**config.mk**
```make
export PLATFORM = sky130hd
export DESIGN_NAME = led_pixel_spi_bit_encoder_top
export DESIGN_NICKNAME = d
export VERILOG_FILES = /design/src/rtl/core/lpse_pkg.sv /design/src/rtl/core/lpse_encode.sv /design/src/rtl/core/lpse_serial.sv /design/src/rtl/core/led_pixel_spi_bit_encoder_top.sv
export SDC_FILE = /design/constraint.sdc
export NUM_CORES = 1
export LEC_CHECK = 0
export BUFFER_PORTS_ARGS = -buffer_cell sky130_fd_sc_hd__buf_2
export CAP_MARGIN = 10
export CORE_MARGIN = 2
export CORE_UTILIZATION = 40
export DETAILED_ROUTE_END_ITERATION = 6
export PLACE_DENSITY = 0.68
export SYNTH_ARGS = -nofsm -noshare
export SYNTH_HDL_FRONTEND = slang
export SYNTH_SLANG_ARGS = --single-unit
```
**constraint.sdc**
```tcl
create_clock -name i_clk -period 5.2 [get_ports i_clk]
set_input_delay 0.52 -clock i_clk [delete_from_list [all_inputs] [get_ports i_clk]]
set_output_delay 0.52 -clock i_clk [all_outputs]
set_load 0.005 [all_outputs]
```
**src/rtl/core/lpse_pkg.sv**
```systemverilog
`default_nettype none

package lpse_pkg;

    localparam int unsigned ColorW   = 8;
    localparam int unsigned EncW     = 3 * ColorW;
    localparam int unsigned PixEncW  = 3 * EncW;
    localparam int unsigned SlotW    = 4;

    // register indexes of the configuration port
    localparam logic [1:0] CfgRainbow = 2'd0;
    localparam logic [1:0] CfgStart   = 2'd1;
    localparam logic [1:0] CfgStep    = 2'd2;

    localparam logic [7:0] StepReset  = 8'd10;

    // byte slots of one pixel: preamble, nine data bytes, trailer
    localparam logic [SlotW-1:0] SlotPre     = 4'd0;
    localparam logic [SlotW-1:0] SlotData0   = 4'd1;
    localparam logic [SlotW-1:0] SlotDataEnd = 4'd9;
    localparam logic [SlotW-1:0] SlotTrail   = 4'd10;

    localparam logic [7:0] WheelThird    = 8'd85;
    localparam logic [7:0] WheelTwoThird = 8'd170;
    localparam logic [7:0] ColorMax      = 8'd255;

    typedef struct packed {
        logic [PixEncW-1:0] bits;   // green, red, blue from the top down
        logic               first;
        logic               last;
    } t_enc_pix;

    // each data bit becomes 1b0, msb first
    function automatic logic [EncW-1:0] encode_byte(input logic [ColorW-1:0] v);
        logic [EncW-1:0] w;
        w = '0;
        for (int i = 0; i < ColorW; i++) begin
            w[3*i +: 3] = {1'b1, v[i], 1'b0};
        end
        return w;
    endfunction

endpackage

`default_nettype wire

```
**src/rtl/core/lpse_encode.sv**
```systemverilog
`default_nettype none

module lpse_encode (
    input  wire logic        i_clk,
    input  wire logic        i_rst_n,
    input  wire logic        i_accept,
    input  wire logic        i_rainbow,
    input  wire logic [7:0]  i_start,
    input  wire logic [7:0]  i_step,
    input  wire logic [7:0]  i_red,
    input  wire logic [7:0]  i_green,
    input  wire logic [7:0]  i_blue,
    input  wire logic        i_first,
    input  wire logic        i_last,
    output lpse_pkg::t_enc_pix o_enc
);

    logic [7:0] r_wheel;
    logic [7:0] n_wheel;
    logic [7:0] pos;
    logic [7:0] q;
    logic [8:0] q3_full;
    logic [7:0] up;
    logic [7:0] down;
    logic [7:0] wr;
    logic [7:0] wg;
    logic [7:0] wb;
    logic [7:0] cr;
    logic [7:0] cg;
    logic [7:0] cb;
    logic [8:0] sum;

    assign pos = i_first ? i_start : r_wheel;

    always_comb begin
        if (pos < lpse_pkg::WheelThird) begin
            q = pos;
        end else if (pos < lpse_pkg::WheelTwoThird) begin
            q = pos - lpse_pkg::WheelThird;
        end else begin
            q = pos - lpse_pkg::WheelTwoThird;
        end
        q3_full = {q, 1'b0} + {1'b0, q};
        up      = q3_full[7:0];
        down    = lpse_pkg::ColorMax - up;
        if (pos < lpse_pkg::WheelThird) begin
            wr = up;
            wg = down;
            wb = '0;
        end else if (pos < lpse_pkg::WheelTwoThird) begin
            wr = down;
            wg = '0;
            wb = up;
        end else begin
            wr = '0;
            wg = up;
            wb = down;
        end
    end

    assign cr = i_rainbow ? wr : i_red;
    assign cg = i_rainbow ? wg : i_green;
    assign cb = i_rainbow ? wb : i_blue;

    assign o_enc = '{bits:  {lpse_pkg::encode_byte(cg), lpse_pkg::encode_byte(cr),
                             lpse_pkg::encode_byte(cb)},
                     first: i_first,
                     last:  i_last};

    // wheel wraps past 255 by taking 255 off
    assign sum = {1'b0, pos} + {1'b0, i_step};

    always_comb begin
        if (i_rainbow) begin
            n_wheel = sum[8] ? 8'(sum - {1'b0, lpse_pkg::ColorMax}) : sum[7:0];
        end else begin
            n_wheel = pos;
        end
    end

    always_ff @(posedge i_clk) begin
        if (!i_rst_n) begin
            r_wheel <= '0;
        end else if (i_accept) begin
            r_wheel <= n_wheel;
        end
    end

endmodule

`default_nettype wire

```
**src/rtl/core/lpse_serial.sv**
```systemverilog
`default_nettype none

module lpse_serial (
    input  wire logic              i_clk,
    input  wire logic              i_rst_n,
    input  wire logic              i_load,
    input  wire lpse_pkg::t_enc_pix i_enc,
    output logic                   o_ready,
    output logic                   o_valid,
    input  wire logic              i_out_ready,
    output logic [7:0]             o_byte,
    output logic                   o_last
);

    logic                              r_busy;
    logic [lpse_pkg::PixEncW-1:0]      r_bits;
    logic                              r_last;
    logic [lpse_pkg::SlotW-1:0]        r_slot;
    logic                              r_out_valid;
    logic [7:0]                        r_out_byte;
    logic                              r_out_last;
    logic                              out_free;
    logic                              emit;
    logic [lpse_pkg::SlotW-1:0]        end_slot;
    logic                              at_end;
    logic                              in_data;
    logic [7:0]                        cur_byte;

    assign out_free = !r_out_valid || i_out_ready;
    assign emit     = r_busy && out_free;
    assign end_slot = r_last ? lpse_pkg::SlotTrail : lpse_pkg::SlotDataEnd;
    assign at_end   = (r_slot == end_slot);
    assign in_data  = (r_slot >= lpse_pkg::SlotData0) && (r_slot <= lpse_pkg::SlotDataEnd);
    assign cur_byte = in_data ? r_bits[lpse_pkg::PixEncW-1 -: 8] : 8'd0;

    // next pixel may come in while its predecessor hands over its final word
    assign o_ready = !r_busy || (out_free && at_end);

    always_ff @(posedge i_clk) begin
        if (!i_rst_n) begin
            r_busy <= 1'b0;
        end else if (i_load) begin
            r_busy <= 1'b1;
        end else if (emit && at_end) begin
            r_busy <= 1'b0;
        end
    end

    always_ff @(posedge i_clk) begin
        if (i_load) begin
            r_bits <= i_enc.bits;
            r_last <= i_enc.last;
            r_slot <= i_enc.first ? lpse_pkg::SlotPre : lpse_pkg::SlotData0;
        end else if (emit) begin
            r_slot <= r_slot + lpse_pkg::SlotW'(1);
            if (in_data) begin
                r_bits <= {r_bits[lpse_pkg::PixEncW-9:0], 8'd0};
            end
        end
    end

    always_ff @(posedge i_clk) begin
        if (!i_rst_n) begin
            r_out_valid <= 1'b0;
        end else if (out_free) begin
            r_out_valid <= emit;
        end
    end

    always_ff @(posedge i_clk) begin
        if (emit) begin
            r_out_byte <= cur_byte;
            r_out_last <= at_end;
        end
    end

    assign o_valid = r_out_valid;
    assign o_byte  = r_out_byte;
    assign o_last  = r_out_last;

endmodule

`default_nettype wire

```
**src/rtl/core/led_pixel_spi_bit_encoder_top.sv**
```systemverilog
`default_nettype none

// Serial RGB LED strip encoder: one pixel word in, SPI bytes out.
// Slave channel: one pixel per word, red/green/blue in tdata, tuser marks the
// first pixel of a frame (zero preamble byte, color wheel restarts at the start
// value), tlast marks the last pixel (zero trailing byte follows).
// Master channel: one SPI byte per word, green then red then blue, every data bit
// sent as three line bits msb first; tlast is set on the final byte of a pixel.
// Configuration: write enable, register index and data; index 0 rainbow mode,
// 1 wheel start value, 2 wheel step. The user must write them only while the
// block is idle; the block does not enforce this. A pixel's first byte passes the
// pixel register, then the output register. Throughput: one output byte per
// cycle while master tready is high, 9 to 11 bytes per pixel; the serializer is
// the limit. A new pixel is taken in the cycle the previous one hands over its
// final byte, so the byte stream has no gaps. Stall: while tready on the master
// side is low the output byte holds and the serializer stops; while a pixel is
// pending the slave side is ready only in the cycle its final byte moves on.
// Reset: synchronous, active low; clears the wheel position, both channels and
// the configuration (rainbow off, start 0, step 10).
module led_pixel_spi_bit_encoder_top (
    input  wire logic        i_clk,
    input  wire logic        i_rst_n,
    input  wire logic        s_axis_tvalid,
    output logic             s_axis_tready,
    input  wire logic [23:0] s_axis_tdata,   // red [7:0], green [15:8], blue [23:16]
    input  wire logic        s_axis_tuser,   // first_pixel
    input  wire logic        s_axis_tlast,   // last_pixel
    output logic             m_axis_tvalid,
    input  wire logic        m_axis_tready,
    output logic [7:0]       m_axis_tdata,   // spi_byte [7:0]
    output logic             m_axis_tlast,   // last_byte
    input  wire logic        i_cfg_we,
    input  wire logic [1:0]  i_cfg_idx,
    input  wire logic [7:0]  i_cfg_data
);

    logic               r_rainbow;
    logic [7:0]         r_start;
    logic [7:0]         r_step;
    logic               load;
    lpse_pkg::t_enc_pix enc;

    always_ff @(posedge i_clk) begin
        if (!i_rst_n) begin
            r_rainbow <= 1'b0;
            r_start   <= '0;
            r_step    <= lpse_pkg::StepReset;
        end else if (i_cfg_we) begin
            unique case (i_cfg_idx)
                lpse_pkg::CfgRainbow: r_rainbow <= i_cfg_data[0];
                lpse_pkg::CfgStart:   r_start   <= i_cfg_data;
                lpse_pkg::CfgStep:    r_step    <= i_cfg_data;
                default: ;
            endcase
        end
    end

    assign load = s_axis_tvalid && s_axis_tready;

    lpse_encode u_encode (
        .i_clk     (i_clk),
        .i_rst_n   (i_rst_n),
        .i_accept  (load),
        .i_rainbow (r_rainbow),
        .i_start   (r_start),
        .i_step    (r_step),
        .i_red     (s_axis_tdata[7:0]),
        .i_green   (s_axis_tdata[15:8]),
        .i_blue    (s_axis_tdata[23:16]),
        .i_first   (s_axis_tuser),
        .i_last    (s_axis_tlast),
        .o_enc     (enc)
    );

    lpse_serial u_serial (
        .i_clk       (i_clk),
        .i_rst_n     (i_rst_n),
        .i_load      (load),
        .i_enc       (enc),
        .o_ready     (s_axis_tready),
        .o_valid     (m_axis_tvalid),
        .i_out_ready (m_axis_tready),
        .o_byte      (m_axis_tdata),
        .o_last      (m_axis_tlast)
    );

endmodule

`default_nettype wire
```
After elaboration in Yosys (flattened, before gate mapping)
Index checks and enable logic that the tools add are counted.
{"block": "classes", "n_addsub": 7, "n_eq_ne": 3, "n_lt_le_gt_ge": 4, "reduce_logical": 18, "muxes": 23}
{"operator": "two-way mux 71 bit", "n": 3}
{"operator": "two-way mux 8 bit", "n": 14}
{"operator": "subtractor 8 bit, second input constant", "n": 2}
{"operator": "AND reduction 2 bit", "n": 5}
{"operator": "adder 8 x 8 -> 9 bit", "n": 1}
{"operator": "adder 8 bit", "n": 1}
{"operator": "less-than comparator 8 x 7 -> 1 bit, second input constant", "n": 1}
{"operator": "less-than comparator 8 bit, second input constant", "n": 1}
{"operator": "two-way mux 4 bit", "n": 2}
{"operator": "subtractor 8 x 7 -> 8 bit, second input constant", "n": 1}
{"operator": "subtractor 8 bit, first input constant", "n": 1}
{"operator": "nonzero test 2 bit", "n": 3}
{"operator": "logical AND 1 bit", "n": 5}
{"operator": "adder 4 x 1 -> 4 bit, second input constant", "n": 1}
{"operator": "equality test 4 bit", "n": 1}
{"operator": ">= comparator 4 x 1 -> 1 bit, second input constant", "n": 1}
{"operator": "less-or-equal comparator 4 bit, second input constant", "n": 1}
{"operator": "two-way mux 1 bit", "n": 3}
{"operator": "equality test 2 x 1 -> 1 bit, second input constant", "n": 1}
{"operator": "equality test 2 bit, second input constant", "n": 1}
{"operator": "logical NOT 1 bit", "n": 2}
{"operator": "logical NOT 2 bit", "n": 1}
{"operator": "logical OR 1 bit", "n": 2}
{"operator": "two-way mux 2 bit", "n": 1}
{"block": "totals", "word_cells": 67, "register_bits": 110}

Longest topological paths before layout
Gate-level depths: netlist of run 1.
{"block": "depth", "ltp_word": 10, "ltp_mapped": 23, "depth_no_buf": 20}

Hierarchy
A second synthesis of run 1 with hierarchy kept.
{"block": "unflattened", "hier_cells": 627, "area_unflattened_um2": 6887.9}
{"mod": "lpse_serial", "seq_area_each_um2": 2622.5, "area_each_um2": 3707.3, "n_inst": 1, "cells_each": 205}
{"mod": "lpse_encode", "seq_area_each_um2": 160.2, "area_each_um2": 2499.9, "n_inst": 1, "cells_each": 352}
{"mod": "led_pixel_spi_bit_encoder_top", "seq_area_each_um2": 340.3, "area_each_um2": 680.7, "n_inst": 1, "cells_each": 70}

Worst setup path before layout of run 1
OpenSTA, ideal clock, no wires.
{"block": "synth_timing", "kind": "input port to flip-flop", "startpoint": "in s_axis_tuser", "endpoint": "reg u_serial.r_bits[22] (netlist bit), data pin", "setup_slack_ns": 0.381, "setup_time_ns": 0.268, "stages": 23, "path_buffers": 3, "arrival_time_ns": 4.551, "required_time_ns": 4.932, "cell_sequence": "buf_4 > buf_4 > mux2i_1 > ha_1 > nand2b_1 > a22o_1 > o21ai_1 > buf_2 > o211ai_1 > o211a_1 > ha_1 > inv_1 > fa_1 > nor2b_1 > o21a_1 > o211ai_1 > a211o_1 > and2_1 > xor2_1 > ha_1 > and3_1 > a21oi_1 > o21ai_0"}
{"block": "synth_via", "elab_chain_cells": 10}
{"element": "start: declaration", "line": "led_pixel_spi_bit_encoder_top.sv:26", "source": "input wire logic s_axis_tuser,"}
{"element": "two-way mux 8 bit (*)", "line": "lpse_encode.sv:33", "source": "assign pos = i_first ? i_start : r_wheel;"}
{"element": "subtractor 8 bit, or another cell as far along", "line": "lpse_encode.sv:41", "source": "q = pos - lpse_pkg::WheelTwoThird;"}
{"element": "two-way mux 8 bit", "line": "lpse_encode.sv:38", "source": "end else if (pos < lpse_pkg::WheelTwoThird) begin"}
{"element": "two-way mux 8 bit", "line": "lpse_encode.sv:36", "source": "if (pos < lpse_pkg::WheelThird) begin"}
{"element": "adder 8 bit", "line": "lpse_encode.sv:43", "source": "q3_full = {q, 1'b0} + {1'b0, q};"}
{"element": "subtractor 8 bit", "line": "lpse_encode.sv:45", "source": "down = lpse_pkg::ColorMax - up;"}
{"element": "two-way mux 8 bit", "line": "lpse_encode.sv:50", "source": "end else if (pos < lpse_pkg::WheelTwoThird) begin"}
{"element": "two-way mux 8 bit (*)", "line": "lpse_encode.sv:46", "source": "if (pos < lpse_pkg::WheelThird) begin"}
{"element": "two-way mux 8 bit (*)", "line": "lpse_encode.sv:63", "source": "assign cb = i_rainbow ? wb : i_blue;"}
{"element": "two-way mux 71 bit (*)", "line": "lpse_serial.sv:50", "source": "if (i_load) begin"}
{"element": "end signal: assignment", "line": "lpse_serial.sv:51", "source": "r_bits <= i_enc.bits;"}
{"element": "end signal: assignment", "line": "lpse_serial.sv:57", "source": "r_bits <= {r_bits[lpse_pkg::PixEncW-9:0], 8'd0};"}
{"element": "end: declaration", "line": "lpse_serial.sv:16", "source": "logic [lpse_pkg::PixEncW-1:0] r_bits;"}
Every way passes the cells marked *; elsewhere a longest branch is shown, timed or not.
A chain may end at the register's enable or synchronous reset.

Worst setup path after layout of run 1
Same ends and word-level chain as after synthesis.

==> metrics, run 1 <==
status complete, no violations; Synth Area in Compound Gates 16.58%; final wirelength 14.61 mm; global-route usage over all layers 18.47%; Ports 52; Leakage approximately 2.9 nW; Worst EP required 5.27 ns; mapped cell area about 6000 um^2; endpoint type of the worst setup path register; full die area 15890 um^2; Clock Path Buffers 2; largest family of logic cells by synthesized area simple AND/OR/NAND/NOR gates; post-route cell area approximately 6700 um^2; startpoint types primary input; Simple-Gate Fraction of Synth Area 21.94%; clk_lat worst skew 0.36 ns; leading cell type in the layout, fill and taps excluded nand2_1; Sw Ratio a little under a third; total congestion overflow 0; vias per inst 5.611; YS warnings 0; XOR/XNOR Fraction of Synth Area 1.910%; Clock Pin Slew Worst Setup and Hold Paths roughly 0.07 ns; Final setup viols 0; Final Hold Fails 0; setup TNS 0 ns; largest fanout on the critical path 15; post-synthesis cell count 674; DP Wirelength 10.61 mm; row count 44; IO buf count 51; Seq pwr share 49.0%; crit share post-route 90.75%; minimum clock period after layout 4.719 ns; register bit total from synthesis between 100 and 150; Avg Cell Area, Syn 8.844 um^2; combinational power share 18.6%; DR DRC count 0; share of cells above drive strength 1 14.90%; DIE HEIGHT 126.1 um; vias in the first global route 4696; first-pass GRT wire length 23.72 mm; most frequent cells in the layout nand2_1, dfxtp_1, buf_2; mux cell area share after synthesis 5.584%; Slew headroom 48.81%; Worst Skew about 0.013 ns; CTS Buf Count 9; Root Driver clkbuf_16; Slew @ Worst Pin 0.7662 ns; Synth Flop Type dfxtp_1; Max Slew Vio Count 0; Clk network pwr share between 30 and 40%; setup bufs post-CTS 0; Area Growth Syn to Fin 12.78%; internal power 1.507 mW; first-pass detailed-route iteration total 5; RSZ-0062 raised after global routing no; Max VDD drop 0.0001798 V; Layout Utilization 46.26%; Placer Congestion about 0.9; Initial Util between 40 and 50%; CP Data Arrival Time ~4.8 ns; # diodes 0; vias ~5000; Synth Area in Adders around 7.6%; fmax 211.9 MHz; Post-Syn Nets 750; Cell variety after synth 76; initial DRC count 430; CTS H-tree depth 3; CTS tree yes; DRT antenna net count 0; Post-synth ARST share 0%; CTS hold repair buffers 0; initial antenna violation count 0; clk sinks 106; Final #Nets 789; max-cap violations 0; sequential area share after synthesis a little over two fifths; largest net degree at the start of global routing 50; P_sw 651.5 uW; Core Area 14530 um^2; pwr dens 321.1 nW/um^2; Hold Path Class primary input to register; Cell Area, Placed 6411 um^2; CP Class primary input to register; die width 126.1 um; WL per Instance 16.20 um; EDFF count, synth 38; cts repair resizes 0
routing by layer:
metal | vias to the layer above | GRT usage [%] | part of all wire [%]
met5 | - | 0 | 0
met4 | 0 | 5.430 | 1.5
met3 | 16 | 3.441 | 5.4
met2 | 138 | 29.98 | 47
met1 | 2429 | 25.17 | 46
li1 | 2478 | - | -
registers in the layout (all words and copies together) (netlist names):
signal and count:
u_encode.r_wheel 8, r_step 8, u_serial.o_byte 8, u_serial.o_valid 1, u_serial.r_last 1, u_serial.o_last 1, r_start 8, r_rainbow 1
u_serial.r_busy 1, u_serial.r_bits 65, u_serial.r_slot 4
worst paths after layout:
| path | from | endpoint | slack (ns) | depth (start not counted) |
|---|---|---|---|---|
| worst min-delay path | s_axis_tlast | u_serial.r_last | 0.34 | 1 |
| worst min register to register | u_serial.r_bits[14] | u_serial.r_bits[14] | 0.45 | 2 |
| worst max-delay path | s_axis_tuser | u_serial.r_bits[22] | 0.48 | 21 |
| worst max register to register | u_encode.r_wheel[1] | u_serial.r_bits[22] | 0.59 | 20 |
area by class of cell:
type	instances	area, um^2
clock buffer	9	225.2
clock inverter	7	86.33
fill	1434	7811
inverter	28	106.4
multi-input combinational	503	3212
sequential	106	2502
tap	184	230.2
timing repair buffer	65	360.3
per-stage QoR:
| stage | cells | power, mW | hold slack, ns | worst slack (ns) |
|---|---|---|---|---|
| after global routing | 902 | 2.271 | 0.3355 | 0.2938 |
| after CTS | 902 | 2.174 | 0.3365 | 0.5271 |
| after detailed placement | 886 | 1.476 | 0.4362 | 0.1826 |
| after global placement | 886 | 1.458 | 0.4306 | 0.3461 |
| after floorplan | 674 | 1.353 | 0.4227 | 0.3812 |
| final | 902 | 2.159 | 0.3437 | 0.4809 |
cell families (layout without fill, tap and decap cells):
logic type,after synthesis,after routing
buf+inv,65,109
compound gates,145,145
fa+ha+maj,35,35
simple gates,279,279
mux,31,31
xor+xnor,13,13
flops,106,106
cells in the mapped netlist, drive strengths merged, types with 3 or more instances:
cell type    n  area (um^2)
nor3        10        50.05
inv         25        93.84
and2        14        87.59
nand2b      13        81.33
mux2i       29        310.3
nand3b       4        30.03
nor2b        9        56.30
a211oi       7        52.55
or2          3        18.77
and3        11        68.82
clkbuf      28        105.1
a31oi       12        81.33
a31o         5        43.79
edfxtp      38         1141
ha          33        412.9
o211ai       8        60.06
nand2      112        422.9
nor2        44        165.2
a21o         4        30.03
nor4         3        18.77
clkinv       3        12.51
a21oi       44        235.2
buf          9        51.29
a311oi       4        35.03
nand4        3        18.77
a221oi       3        26.28
dfxtp       68         1361
xnor2        8        70.07
o21ai       26        130.1
o21a         3        23.77
xor2         5        43.79
nand3       45        225.2
worst max-delay path: stages:
cell and delay, ns:
buf_2 0.34, mux2i_1 0.16, ha_1 0.26, nand2b_1 0.17, a22o_1 0.24, o21a_2 0.23
nor2_1 0.30, xnor2_1 0.17, ha_1 0.19, inv_1 0.06, fa_1 0.41, nor2b_1 0.14
o21a_1 0.16, o211ai_1 0.11, a211o_1 0.32, and2_1 0.20, xor2_1 0.16, ha_1 0.26
and3_1 0.17, a21oi_1 0.10, o21ai_0 0.09
power by group through the flow:
stage | clock, mW | combinational, mW | sequential, mW
after global placement | 0 | 0.387 | 1.07
after floorplan | 0 | 0.291 | 1.06
after CTS | 0.714 | 0.402 | 1.06
after detailed placement | 0 | 0.400 | 1.08
after global routing | 0.748 | 0.451 | 1.07
final | 0.700 | 0.401 | 1.06
No activity file was read; power rests on OpenSTA's default activity.
==> run 2, diff against run 1 <==
--- a/config.mk
+++ b/config.mk
@@ -6,10 +6,11 @@
 export NUM_CORES = 1
 export LEC_CHECK = 0
 export BUFFER_PORTS_ARGS = -buffer_cell sky130_fd_sc_hd__buf_2
-export CAP_MARGIN = 10
+export CAP_MARGIN = 20
 export CORE_MARGIN = 2
 export CORE_UTILIZATION = 40
 export DETAILED_ROUTE_END_ITERATION = 6
+export GPL_TIMING_DRIVEN = 0
 export PLACE_DENSITY = 0.68
 export SYNTH_ARGS = -nofsm -noshare
 export SYNTH_HDL_FRONTEND = slang
==> constraint.sdc (replaced) <==
create_clock -name i_clk -period 6 [get_ports i_clk]
set_input_delay 0.6 -clock i_clk [delete_from_list [all_inputs] [get_ports i_clk]]
set_output_delay 0.6 -clock i_clk [all_outputs]
set_load 0.005 [all_outputs]
==> run 2 against run 1 <==
Setup slack improved by 0.11 ns. Combinational power fell by 8.7%. Sequential power down 13%. Global-route usage grew 1.2 points. Critical path depth is 2 higher. Non-clock buffer count grew 23. Critical endpoint unchanged. Clock power decreased by 18%. Clock-buffer cell count increased by 2. Clock skew is 0.0039 ns lower. Sequential cell count is the same. Routed wire length increased by 5.2%.
==> metrics, run 2 (synthesis gave the netlist of run 1 again) <==
Largest register FFs 65 (unchanged); global-route usage over all layers 19.66% (+1.2 points); RSZ-0062 raised after global routing no; Max VDD drop 0.0001529 V (-15%); Placer Congestion 0.8620 (-5.5%); Final setup viols 0 (unchanged); setup TNS 0 ns (unchanged); Final #Nets 812 (+2.9%); reg2reg path depth 21 (+5.0%); total congestion overflow 0 (unchanged); leading cell type in the layout, fill and taps excluded nand2_1; IO buf count 50 (-2.0%); Hold Path Class primary input to register; largest net degree at the start of global routing 25 (-50%); clk_lat worst skew 0.35 ns (about the same); vias per inst 5.492 (-2.1%); Initial Util 41.01% (unchanged); initial DRC count 431 (+0.23%); Worst Skew 0.009455 ns (-0.003858 ns); fmax 184.9 MHz; Clock Path Buffers 2 (unchanged); die width 126.1 um (unchanged); Final Hold Fails 0 (unchanged); DIE HEIGHT 126.1 um (unchanged); DP Wirelength 11.54 mm (+8.8%); status complete, no violations; max-cap violations 0 (unchanged); first-pass detailed-route iteration total 5 (unchanged); cts repair resizes 0 (unchanged); Core Area 14530 um^2 (unchanged); crit share post-route around nine tenths; DRT antenna net count 0 (unchanged); CP Class primary input to register; first-pass GRT wire length 24.83 mm (+4.7%); DR DRC count 0 (unchanged); Worst EP required 6.07 ns (+0.80 ns); Leakage 2.849 nW (-0.35%); Clock Pin Slew Worst Setup and Hold Paths 0.07 ns (about the same); register name with the most flops u_serial.r_bits; CTS tree yes; most frequent cells in the layout nand2_1, dfxtp_1, buf_2; largest fanout on the critical path 10 (-5); Area Growth Syn to Fin 13.33%; share of cells above drive strength 1 12.96% (-1.9 points); Power Total 1.861 mW (-14%); Hold Worst Slack 0.4381 ns (+0.09437 ns); vias in the first global route 4844 (+3.2%); # diodes 0 (unchanged); Max Slew Vio Count 0 (unchanged); startpoint types primary input; CTS H-tree depth 3 (unchanged); post-route cell area 6755 um^2 (+0.48%); Slew @ Worst Pin 0.7386 ns (-0.02761 ns); CTS Buf Count 9 (unchanged); vias 5080 (+0.38%); endpoint type of the worst setup path register; full die area 15890 um^2 (unchanged); Cell Area, Placed 6441 um^2 (+0.47%); WL per Instance 16.62 um (+2.6%); final wirelength 15.38 mm (+5.2%); clk sinks 106 (unchanged); CP Data Arrival Time 5.48 ns (+0.69 ns); initial antenna violation count 0 (unchanged); row count 44 (unchanged); minimum clock period after layout 5.409 ns; Root Driver clkbuf_16; CTS hold repair buffers 0 (unchanged); setup bufs post-CTS 0 (unchanged); Ports 52 (unchanged); pwr dens 275.5 nW/um^2 (-14%); Hold Crit Depth 1 (unchanged); Slew headroom 50.24% (+1.4 points)
## run 2: cell types whose count changed in the layout (fill, tap and decap cells not counted), moves of 2 or more
cell and delta:
buf_1 +4, buf_4 -12, clkinv_8 -2, inv_6 -2, clkinv_4 +2, clkbuf_1 +29
## run 2: where the power goes
| part | internal, mW | switching (mW) |
|---|---|---|
| sequential | 0.868 | 0.0512 |
| clock | 0.300 | 0.277 |
| combinational | 0.143 | 0.222 |
## run 2: routing by layer
metal  vias to the layer above  track usage [%]  share of wire [%]
met2                       141            32.45                 46
li1                       2530                -                  -
met3                        19            2.804                5.0
met1                      2390            26.86                 47
met5                         -                0                  0
met4                         0            5.818                1.7
## run 2: cell type report
| class | count | area, um^2 |
|---|---|---|
| tap | 184 | 230.2 |
| fill | 1441 | 7779 |
| sequential | 106 | 2502 |
| buffer | 37 | 156.4 |
| inverter | 28 | 106.4 |
| multi-input combinational | 503 | 3196 |
| clock buffer | 11 | 242.7 |
| clock inverter | 5 | 43.79 |
| timing repair buffer | 51 | 277.8 |
## run 2: final timing paths
kind | from | to | slack (ns)
worst max-delay path | s_axis_tuser | u_serial.r_bits[22] | 0.59
worst min-delay path | s_axis_tlast | u_serial.r_last | 0.44
worst max register to register | r_start[1] | u_serial.r_bits[22] | 0.93
worst min register to register | u_serial.r_bits[69] | u_serial.r_bits[69] | 0.45
## run 2: stage by stage
| stage | util (%) | setup slack, ns | cells |
|---|---|---|---|
| 6_report | 46.48 | 0.5913 | 925 |
| 5_1_grt | 46.48 | 0.2133 | 925 |
| 4_1_cts | 46.29 | 0.6551 | 924 |
| 3_5_place_dp | 44.32 | 0.3097 | 908 |
| 3_3_place_gp | 44.32 | 0.3604 | 908 |
| 2_1_floorplan | - | 1.101 | 674 |
## run 2: worst max-delay path: stages
cell,delay (ns)
buf_4,0.15
buf_4,0.21
mux2i_1,0.54
ha_1,0.31
nand2b_1,0.14
a22o_1,0.20
o21ai_1,0.20
buf_2,0.26
o211ai_1,0.20
o211a_1,0.23
ha_1,0.19
inv_1,0.06
fa_1,0.39
nor2b_1,0.14
o21a_1,0.16
o211ai_1,0.12
a211o_1,0.33
and2_1,0.20
xor2_1,0.16
ha_1,0.31
and3_1,0.18
a21oi_1,0.11
o21ai_0,0.09
==> run 3, diff against run 2 <==
--- a/config.mk
+++ b/config.mk
@@ -5,6 +5,7 @@
 export SDC_FILE = /design/constraint.sdc
 export NUM_CORES = 1
 export LEC_CHECK = 0
+export ABC_AREA = 1
 export BUFFER_PORTS_ARGS = -buffer_cell sky130_fd_sc_hd__buf_2
 export CAP_MARGIN = 20
 export CORE_MARGIN = 2
==> run 3 against run 2 <==
Combinational power rose by 66%. Via count up 6.6%. Power increased by 15%. Highest routed layer unchanged. Largest cell class unchanged.
==> metrics, run 3 <==
setup TNS 0 ns (unchanged); register bit total from synthesis 106 (unchanged); fin cells 1055 (+14%); CTS H-tree depth 3 (unchanged); Initial Util 40.51% (-0.51 points); mapped cell area 6112 um^2 (+2.5%); FF/Latch Area 2502 um^2 (unchanged); IO buf count 50 (unchanged); dominant cell type by area after synthesis dfxtp_1; reg2reg end u_serial.r_bits[22]; RSZ-0062 raised after global routing no; vias per inst 5.133 (-6.5%); full die area 16290 um^2 (+2.5%); DIE HEIGHT 127.6 um (+1.2%); crit share post-route 71.93% (-18 points); register name with the most flops u_serial.r_bits; Ports 52 (unchanged); EDFF count, synth 38 (unchanged); Placer Congestion 0.8760 (+1.6%); sequential area share after synthesis 40.94% (-1.0 points); endpoint type of the worst setup path register; CTS hold repair buffers 0 (unchanged); Hold Worst Slack 0.4320 ns (-0.006097 ns); YS warnings 0 (unchanged); Avg Cell Area, Syn 7.640 um^2 (-14%); largest net degree at the start of global routing 20 (-20%); share of cells above drive strength 1 14.53% (+1.6 points); clk sinks 106 (unchanged); Clock Path Buffers 2 (unchanged); Root Driver clkbuf_16; Hold Crit Depth 1 (unchanged); DR DRC count 0 (unchanged); CP endpoint u_serial.r_bits[22]; Post-synth ARST share 0% (unchanged); row count 45 (+2.3%); Cells after DPL 1039 (+14%); Worst Skew 0.007174 ns (-0.002281 ns); global-route usage over all layers 19.56% (-0.093 points); Yosys top cell area share 22.27% (-0.57 points); first-pass detailed-route iteration total 5 (unchanged); slowest cell delay on critical path 0.40 ns (-0.14 ns); Final #Nets 938 (+16%); cts repair resizes 0 (unchanged); Cell variety after synth 43 (-43%); Largest register FFs 65 (unchanged); Synth Flop Type dfxtp_1; initial antenna violation count 0 (unchanged); Max VDD drop 0.0001382 V (-9.6%); Final setup viols 0 (unchanged); slowest CP cell fa_1; CP Data Arrival Time 4.42 ns (-1.06 ns); total congestion overflow 0 (unchanged); Post-Syn Nets 876 (+17%); vias 5415 (+6.6%); Worst EP required 6.10 ns (+0.03 ns); Clock Pin Slew Worst Setup and Hold Paths 0.08 ns (about the same); Slew @ Worst Pin 0.7992 ns (+0.06062 ns); Final Hold Fails 0 (unchanged); Core Area 15090 um^2 (+3.8%); CP Class primary input to register; Leakage 3.379 nW (+19%); r2r setup slk 1.94 ns (+1.01 ns); max-cap violations 0 (unchanged); CTS Buf Count 9 (unchanged); most frequent cells in the layout nand2_1, inv_1, dfxtp_1; largest fanout on the critical path 10 (unchanged); fmax 231.7 MHz (+25%); status complete, no violations; Layout Utilization 45.76% (-0.72 points); CTS tree yes; initial DRC count 501 (+16%); Hold Path Class primary input to register; top-count cell post-synth nand2_1; Area Growth Syn to Fin 12.98%; first-pass GRT wire length 24.84 mm (about the same); vias in the first global route 4859 (+0.31%); Area contributors post-synth dfxtp_1, edfxtp_1, nand2_1; Slew headroom 46.31% (-3.9 points); setup bufs post-CTS 0 (unchanged); pwr dens 310.2 nW/um^2 (+13%); DRT antenna net count 0 (unchanged); startpoint types primary input; minimum clock period after layout 4.316 ns (-1.093 ns); Multi-input gate area 3077 um^2 (-3.7%); WL per Instance 14.80 um (-11%); leading cell type in the layout, fill and taps excluded nand2_1; DP Wirelength 11.64 mm (+0.85%); # diodes 0 (unchanged); post-synthesis cell count 800 (+19%); reg2reg path depth 26 (+24%); final wirelength 15.61 mm (+1.5%); Critical Path Start s_axis_tuser; clk_lat worst skew 0.35 ns (about the same); worst reg2reg path startpoint r_start[1]; Max Slew Vio Count 0 (unchanged); most common library cells after synthesis nand2_1, inv_1, dfxtp_1, nand3_1, o21ai_0; Fillers 1536 (+6.6%); die width 127.6 um (+1.2%)
run 3: cell types whose count changed after synthesis, moves of 19 or more:
| cell | delta |
|---|---|
| inv_1 | +67 |
| nand3_1 | +19 |
| o21bai_1 | +19 |
| mux2i_1 | -26 |
| o21ai_0 | +34 |
| nand2_1 | +85 |
run 3: cells by family (layout without fill, tap and decap cells):
group	Yosys count	after routing	share of synthesized area (%)
AO/OA/AOI/OAI	156	156	14.47
XOR/XNOR	16	16	2.293
adder cells (fa/ha/maj)	35	35	7.411
buffers and inverters	132	199	8.782
flip-flops	106	106	40.94
AND/OR/NAND/NOR	355	355	26.10
run 3: area by class of cell:
| class | count | area share [%] |
|---|---|---|
| Clock buffer | 9 | 3.261 |
| Buffer | 33 | 2.356 |
| Sequential cell | 106 | 36.24 |
| Tap cell | 188 | 3.406 |
| Clock inverter | 7 | 0.9241 |
| Multi-Input combinational cell | 562 | 44.56 |
| Inverter | 99 | 5.418 |
| Timing Repair Buffer | 51 | 3.841 |
run 3: worst min path at each step:
stage	start	end	slack, ns
after global routing	s_axis_tlast	u_serial.r_last	0.43
after detailed placement	u_serial.r_bits[7]	u_serial.r_bits[15]	0.44
final	s_axis_tlast	u_serial.r_last	0.43
after CTS	s_axis_tlast	u_serial.r_last	0.43
after global placement	u_serial.r_bits[22]	u_serial.r_bits[30]	0.43
after floorplan	u_serial.r_bits[14]	u_serial.r_bits[14]	0.43
run 3: worst max-delay path, delay by kind of cell:
kind	cells	cell delay, ns
adders and majority gates	4	1.11
xor gates and xnor gates	1	0.21
and+or+nand+nor	13	1.19
AOI/OAI and AO/OA	3	0.56
buffers and inverters	8	0.77
run 3: stage by stage:
| step | setup WS (ns) | total power, mW | instance area (um^2) |
|---|---|---|---|
| finish | 1.684 | 2.142 | 6905 |
| global route | 1.304 | 2.273 | 6905 |
| CTS | 1.724 | 2.142 | 6905 |
| detailed placement | 1.359 | 1.574 | 6616 |
| global placement | 1.390 | 1.555 | 6598 |
| floorplan | 2.076 | 1.397 | 6112 |
run 3: power by group:
part / internal [mW] / switching (mW)
clock network: 0.289 / 0.288
registers: 0.900 / 0.0596
logic: 0.220 / 0.386
run 3: metal layers:
metal / vias up / global-route usage [%] / wire length, um
li1: 2755 / - / -
met4: 0 / 7.304 / 442
met3: 30 / 3.099 / 528
met1: 2520 / 25.57 / 7184
met2: 110 / 32.71 / 7454
met5: - / 0 / 0
